$ cat config.mk
export PLATFORM = sky130hd
export DESIGN_NAME = sle_cell
export DESIGN_NICKNAME = d
export VERILOG_FILES = /design/src/sv/sle_pkg.sv /design/src/sv/sle_cell.sv
export SDC_FILE = /design/constraint.sdc
export NUM_CORES = 1
export LEC_CHECK = 0
export BUFFER_PORTS_ARGS = -buffer_cell sky130_fd_sc_hd__buf_4
export CORE_MARGIN = 2
export CORE_UTILIZATION = 46
export CTS_BUF_LIST = sky130_fd_sc_hd__clkbuf_8
export CTS_CLUSTER_SIZE = 10
export DETAILED_ROUTE_END_ITERATION = 10
export PLACE_DENSITY = 0.78
export SLEW_MARGIN = 20
export SYNTH_ARGS = -nofsm -noshare
export SYNTH_HDL_FRONTEND = slang
export SYNTH_SLANG_ARGS = --single-unit
$ cat constraint.sdc
create_clock -name i_clk -period 2.5 [get_ports i_clk]
set_clock_uncertainty 0.05 [all_clocks]
set_input_delay 0.375 -clock i_clk [delete_from_list [all_inputs] [get_ports i_clk]]
set_output_delay 0.375 -clock i_clk [all_outputs]
set_load 0.05 [all_outputs]
$ cat src/sv/sle_pkg.sv
// Shared types, constants and helpers of the sorted list engine.
// Used by sle_cell, sorted_list_engine and sle_checker; depends on nothing.
package sle_pkg;

    localparam int CAPACITY = 64;
    localparam int ENTRY_W  = 32;
    localparam int CNT_W    = $clog2(CAPACITY + 1);
    localparam int OP_W     = 2;
    localparam int ST_W     = 2;
    localparam int OCNT_W   = 7;

    // Operation codes; code three has no meaning and is handled as search.
    typedef enum logic [OP_W-1:0] {
        OP_INSERT = 2'd0,
        OP_REMOVE = 2'd1,
        OP_SEARCH = 2'd2
    } t_op;

    typedef enum logic [ST_W-1:0] {
        ST_OK     = 2'd0,
        ST_ABSENT = 2'd1,
        ST_FULL   = 2'd2
    } t_status;

    typedef enum logic {
        S_IDLE,
        S_EXEC
    } t_state;

    // Command broadcast from the controller to every cell.
    typedef struct packed {
        logic capture;
        logic insert;
        logic remove;
    } t_cell_cmd;

    // Entry count as reported on the output, saturating at the field maximum.
    function automatic logic [OCNT_W-1:0] sat_count(input logic [CNT_W-1:0] cnt);
        logic [CNT_W+OCNT_W-1:0] wide;
        wide = {{OCNT_W{1'b0}}, cnt};
        if (wide > (CNT_W + OCNT_W)'((1 << OCNT_W) - 1)) begin
            return {OCNT_W{1'b1}};
        end
        return wide[OCNT_W-1:0];
    endfunction

endpackage

$ cat src/sv/sle_cell.sv
// One cell of the sorted chain: holds a single entry and its compare flags.
// Depends on sle_pkg for widths and the command struct.
module sle_cell (
    input  logic                               i_clk,
    input  logic                               i_rst_n,
    input  sle_pkg::t_cell_cmd                 i_cmd,
    input  logic                               i_occupied,
    input  logic signed [sle_pkg::ENTRY_W-1:0] i_bcast,
    input  logic                               i_prev_lt,
    input  logic signed [sle_pkg::ENTRY_W-1:0] i_prev_entry,
    input  logic signed [sle_pkg::ENTRY_W-1:0] i_next_entry,
    output logic signed [sle_pkg::ENTRY_W-1:0] o_entry,
    output logic                               o_lt,
    output logic                               o_eq
);
    import sle_pkg::*;

    logic signed [ENTRY_W-1:0] r_entry;
    logic                      r_lt;
    logic                      r_eq;

    // Compare flags are taken when a word is accepted and held for the update.
    always_ff @(posedge i_clk) begin
        if (!i_rst_n) begin
            r_lt <= 1'b0;
            r_eq <= 1'b0;
        end else if (i_cmd.capture) begin
            r_lt <= i_occupied && (r_entry < i_bcast);
            r_eq <= i_occupied && (r_entry == i_bcast);
        end
    end

    // Cells at or past the insert point shift up; at or past the removed entry, down.
    always_ff @(posedge i_clk) begin
        if (i_cmd.insert && !r_lt) begin
            r_entry <= i_prev_lt ? i_bcast : i_prev_entry;
        end else if (i_cmd.remove && !r_lt) begin
            r_entry <= i_next_entry;
        end
    end

    assign o_entry = r_entry;
    assign o_lt    = r_lt;
    assign o_eq    = r_eq;

endmodule

==> results.json, run 1 <==
{
  "required_ps": 2690,
  "totalNegativeSetupSlack_ps": 0,
  "synth-edff-count": 32,
  "arrival_ps": 2440,
  "crit_path_start": "o_entry[14]$_DFFE_PP_",
  "final_area_um2": 3725,
  "viasPerCell": 5.068,
  "cts_sinks": 34,
  "hpwlAfterDp_um": 5219,
  "synthFlopType": "edfxtp_1",
  "min_from": "i_rst_n",
  "ys_seq_area_share_pct": 39.88,
  "synthTopCellsByCount": "nand2_1, o21ai_1",
  "crit_path_start_kind": "flop",
  "cts_buffers": 5,
  "place.gp.congestion": 0.7794,
  "worst_slew_pin_slew_ps": 555.0,
  "gr-total-overflow": 0,
  "synth_cells": 268,
  "endpoint_kind": "flop",
  "initial_core_util_pct": 48.52,
  "maxCapViolCount": 0,
  "cts_buffer_depth": 2,
  "ir_worst_vdd_mv": 0.3370,
  "portBuffers": 136,
  "setup_viol": 0,
  "async_reset_ff_share_pct": 0,
  "finalCriticalPeriod_ps": 2255,
  "die_h_um": 77.87,
  "yosysUniqueCellTypes": 29,
  "clkLatencyLatePin_ps": 290,
  "finalHoldViolations": 0,
  "synth_most_common_cell": "nand2_1",
  "crit_path_max_fanout": 3,
  "yosysWarnings": 0,
  "rsz0062_at_grt": "false",
  "drtIter0Drc": 137,
  "power.total_w": 0.002166,
  "die_w_um": 77.87,
  "leakagePower_nw": 1.910,
  "post_cts_resized": 0,
  "drive_gt1_share_pct": 37.22,
  "outcome": "completed",
  "cts_hold_buf": 0,
  "synth.avg_cell_area_um2": 9.365,
  "synth_top_cell_by_area": "edfxtp_1",
  "grt_pass1_vias": 2401,
  "core_um2": 5172,
  "antenna_found_initial": 0,
  "clk_pin_slew_ps": 70,
  "nNetsFinal": 537,
  "io_pins": 137,
  "timing.fmax_ghz": 0.4435,
  "ys_top_cells_by_area": "edfxtp_1, ha_1, mux2i_1",
  "critical_path_class": "flop to flop",
  "dpl-instance-area_um2": 3615,
  "netlist_area_um2": 2510,
  "drv_slew": 0,
  "cts_root_buf": "clkbuf_8",
  "cts_setup_buffers": 0,
  "hp-class": "input port to flop",
  "r2r-start": "o_entry[14]$_DFFE_PP_",
  "netlist.area_leader.share_pct": 38.29,
  "wl_per_cell_um": 13.87,
  "slew_headroom_pct": 62.66,
  "fin_crit_sh_pct": 90.18,
  "synth_nets": 403,
  "num_rows": 26,
  "final_antenna_net_count": 0,
  "dr.pass1.iters": 4,
  "diodes": 0,
  "synth_seq_cells": 34,
  "drt_wl_total_um": 6560,
  "grt_pass1_wl_um": 10710,
  "powerDensity_nw_per_um2": 581.4,
  "dieArea_um2": 6063,
  "area_growth_pct": 48.40,
  "track_usage_pct": 21.83,
  "drc": 0,
  "cts_tree": "yes",
  "htree_levels": 2,
  "vias": 2397,
  "grt_max_degree": 36
}
==> power breakdown <==
group	switching (W)	total, W	internal [W]
Clock	0.000206	0.000485	0.000278
Combinational	0.000554	0.000902	0.000348
Sequential	0.0000487	0.000779	0.000731
Total	0.000809	0.00217	0.00136
==> worst max-delay path, stage by stage (launching register included) <==
cell	delay [ps]
edfxtp_1	410
ha_1	340
a21oi_2	140
nand2_1	60
a221o_1	350
o31a_1	290
or4b_1	490
nand2_1	70
==> path summary, 6_finish.rpt <==
kind                            cells past startpoint           endpoint  slack [ps]
worst max-delay path                                7  o_lt$_SDFFE_PN0P_         250
worst min-delay path                                2  o_eq$_SDFFE_PN0P_         290
worst max register to register                      7  o_lt$_SDFFE_PN0P_         250
worst min register to register                      2  o_eq$_SDFFE_PN0P_         430
==> registers in the layout (all words and copies together), names as in the netlist <==
register,count
o_entry,32
o_eq,1
o_lt,1
==> final cells by class <==
class / count / area [um2]
inverters: 32 / 120.1
fillers: 387 / 1448
clock buffers: 8 / 110.1
flip-flops and latches: 34 / 1001
repair buffers: 138 / 1049
multi-input cells: 191 / 1358
well taps: 70 / 87.58
==> cells by family (layout without fill, tap and decap cells) <==
group	Yosys count	count (layout)	share of synthesized area (%)
AOI/OAI and AO/OA	58	58	12.91
adders and majority gates	32	32	15.95
buffers and inverters	43	178	6.431
DFF	34	34	39.88
muxes	32	32	12.76
and+or+nand+nor	69	69	12.06
==> cell usage in the layout, fill, tap and decap left out <==
| cell type | Yosys | layout |
|---|---|---|
| a211oi_1 | 1 | 1 |
| a21boi_1 | 1 | 1 |
| a21boi_2 | 1 | 1 |
| a21o_1 | 1 | 1 |
| a21oi_1 | 13 | 13 |
| a21oi_2 | 1 | 1 |
| a221o_1 | 1 | 1 |
| a22oi_1 | 1 | 1 |
| buf_12 | 0 | 1 |
| buf_4 | 0 | 137 |
| clkbuf_8 | 0 | 8 |
| dfxtp_1 | 2 | 2 |
| edfxtp_1 | 32 | 32 |
| ha_1 | 32 | 32 |
| inv_1 | 32 | 32 |
| mux2i_1 | 32 | 32 |
| nand2_1 | 42 | 42 |
| nand2b_1 | 2 | 1 |
| nand2b_2 | 0 | 1 |
| nand3_1 | 5 | 5 |
| nand4_1 | 7 | 7 |
| nor2_1 | 8 | 7 |
| nor2_4 | 0 | 1 |
| nor2b_1 | 1 | 1 |
| nor3_1 | 1 | 1 |
| nor4_1 | 2 | 2 |
| o211ai_1 | 1 | 1 |
| o21ai_0 | 1 | 1 |
| o21ai_1 | 34 | 34 |
| o21bai_1 | 1 | 1 |
| o31a_1 | 1 | 1 |
| or4b_1 | 1 | 1 |
==> stage by stage <==
step,worst slack (ps),util [%],hold WS [ps],instances
2_1_floorplan,67.36,-,478.1,268
3_3_place_gp,184.9,69.88,419.7,465
3_5_place_dp,163.9,69.88,410.9,465
4_1_cts,249.8,72.01,283.6,473
5_1_grt,106.4,72.01,288.5,473
6_report,245.4,72.01,287.7,473
==> layer usage <==
layer / track usage (%) / vias to the layer above / share of wire [%]
met5: 0 / - / 0
met3: 5.581 / 5 / 7.0
met4: 4.821 / 0 / 0.70
met2: 37.67 / 84 / 49
li1: - / 1225 / -
met1: 27.41 / 1083 / 43
No activity file was read; power rests on OpenSTA's default activity.
==> inputs of run 2 (changes only) <==
--- a/config.mk
+++ b/config.mk
@@ -12,6 +12,7 @@
 export CTS_CLUSTER_SIZE = 10
 export DETAILED_ROUTE_END_ITERATION = 10
 export PLACE_DENSITY = 0.78
+export SETUP_SLACK_MARGIN = 0.3
 export SLEW_MARGIN = 20
 export SYNTH_ARGS = -nofsm -noshare
 export SYNTH_HDL_FRONTEND = slang
==> results.json, run 2 (synthesized netlist as in run 1, its figures left out) <==
{
  "portBuffers": 136,
  "cpMaxStageDelayCell": "or4b_1",
  "ir_worst_vdd_mv": 0.2886,
  "io_pins": 137,
  "setup_viol": 0,
  "wl_per_cell_um": 14.40,
  "postLayoutCoreUtil_pct": 74.72,
  "required_ps": 2670,
  "gr-total-overflow": 0,
  "drt_wl_total_um": 6926,
  "fin_crit_sh_pct": 85.98,
  "register_area_um2": 1001,
  "path_cells": "ha_1, nand2_1, o21ai_1, a221o_1, o31a_1, or4b_1, nand2_1",
  "grt_max_degree": 65,
  "r2r_slack_ps": 350,
  "multi_input_area_um2": 1464,
  "cts_sinks": 34,
  "rsz0062_at_grt": "false",
  "maxCapViolCount": 0,
  "die_h_um": 77.87,
  "arrival_ps": 2320,
  "viasPerCell": 5.021,
  "timing.fmax_ghz": 0.4652,
  "cts_root_buf": "clkbuf_8",
  "totalNegativeSetupSlack_ps": 0,
  "dp.cells": 465,
  "grt_pass1_wl_um": 10720,
  "max_stage_delay_ps": 490,
  "drv_slew": 0,
  "cts_tree": "yes",
  "worst_slew_pin_slew_ps": 595.3,
  "final_area_um2": 3865,
  "clkLatencyLatePin_ps": 280,
  "die_w_um": 77.87,
  "crit_path_start_kind": "flop",
  "dr.pass1.iters": 4,
  "layout_common_cells": "buf_4, nand2_1, o21ai_1",
  "fin_cells": 481,
  "grt_pass1_vias": 2399,
  "worst_path_most_repeated_cell": "nand2_1",
  "core_um2": 5172,
  "leakagePower_nw": 1.941,
  "area_growth_pct": 53.99,
  "num_rows": 26,
  "antenna_found_initial": 0,
  "finalHoldViolations": 0,
  "cts_buffer_depth": 2,
  "nNetsFinal": 546,
  "vias": 2415,
  "drive_gt1_share_pct": 40.15,
  "slew_headroom_pct": 59.95,
  "clk_pin_slew_ps": 70,
  "fill_cells": 383,
  "critical_path_class": "flop to flop",
  "dieArea_um2": 6063,
  "track_usage_pct": 22.10,
  "endpoint_kind": "flop",
  "diodes": 0,
  "drc": 0,
  "dpl-instance-area_um2": 3627,
  "place.gp.congestion": 0.7970,
  "layout_commonest_cell": "buf_4",
  "hpwlAfterDp_um": 5213,
  "hp-class": "input port to flop",
  "drtIter0Drc": 95,
  "final_antenna_net_count": 0,
  "initial_core_util_pct": 48.52,
  "finalCriticalPeriod_ps": 2149,
  "powerDensity_nw_per_um2": 549.6,
  "cts_buffers": 5,
  "crit_path_max_fanout": 2,
  "htree_levels": 2,
  "largest_register_ffs": 32,
  "outcome": "completed"
}
==> run 2: cell count changes in the layout (fill, tap and decap cells not counted) <==
cell      change
buf_4         +9
clkbuf_8      -3
ha_1          -8
ha_4          +8
inv_1         +2
nor4_1        -1
nor4_2        +1
o21ai_0       -1
o21ai_1       +1
==> run 2: per-stage QoR <==
step           hold WS (ps)  setup WS, ps  power [W]
6_report              316.8         350.6   0.002124
5_1_grt               327.4         273.5   0.002247
4_1_cts               306.9         306.9   0.002084
3_5_place_dp          417.3         186.2   0.001702
3_3_place_gp          417.8         237.1   0.001681
2_1_floorplan         478.1         110.7   0.001359
==> run 2: critical path: cells and delay by family, from the launching register on <==
family | cells | cell delay [ps]
adders and majority gates | 1 | 290
and+or+nand+nor | 3 | 690
DFF | 1 | 410
AOI/OAI and AO/OA | 3 | 650
==> run 2: what timing repair did <==
action                     CTS  global route
resized for setup            0             8
buffers inserted             3             6
pin swaps                    1             9
setup endpoints to repair    1             1
hold buffers                 0             0
==> run 2: metal layers <==
metal | wire length (um) | part of all wire (%) | up-vias | global-route usage [%]
met1 | 2789 | 40 | 1091 | 26.15
met4 | 131 | 1.9 | 0 | 5.536
li1 | - | - | 1234 | -
met2 | 3602 | 52 | 80 | 40.17
met5 | 0 | 0 | - | 0
met3 | 403 | 5.8 | 10 | 5.000
==> run 2: layout make-up <==
cell class              count  share of cell area (%)
multi-input cells         191                   37.88
repair buffers            147                   28.88
flip-flops and latches     34                   25.90
inverters                  32                   3.108
well taps                  70                   2.266
clock buffers               5                   1.781
clock inverters             2                  0.1942
==> run 2: where the power goes <==
| part | internal [W] | switching, W |
|---|---|---|
| logic | 0.000392 | 0.000572 |
| clock network | 0.000184 | 0.000189 |
| registers | 0.000731 | 0.0000563 |
==> run 2: worst paths after layout <==
kind	from	endpoint	cells after the start
worst max-delay path	o_entry[6]$_DFFE_PP_	o_lt$_SDFFE_PN0P_	7
worst min-delay path	i_rst_n	o_eq$_SDFFE_PN0P_	2
worst max register to register	o_entry[6]$_DFFE_PP_	o_lt$_SDFFE_PN0P_	7
worst min register to register	o_eq$_SDFFE_PN0P_	o_eq$_SDFFE_PN0P_	2
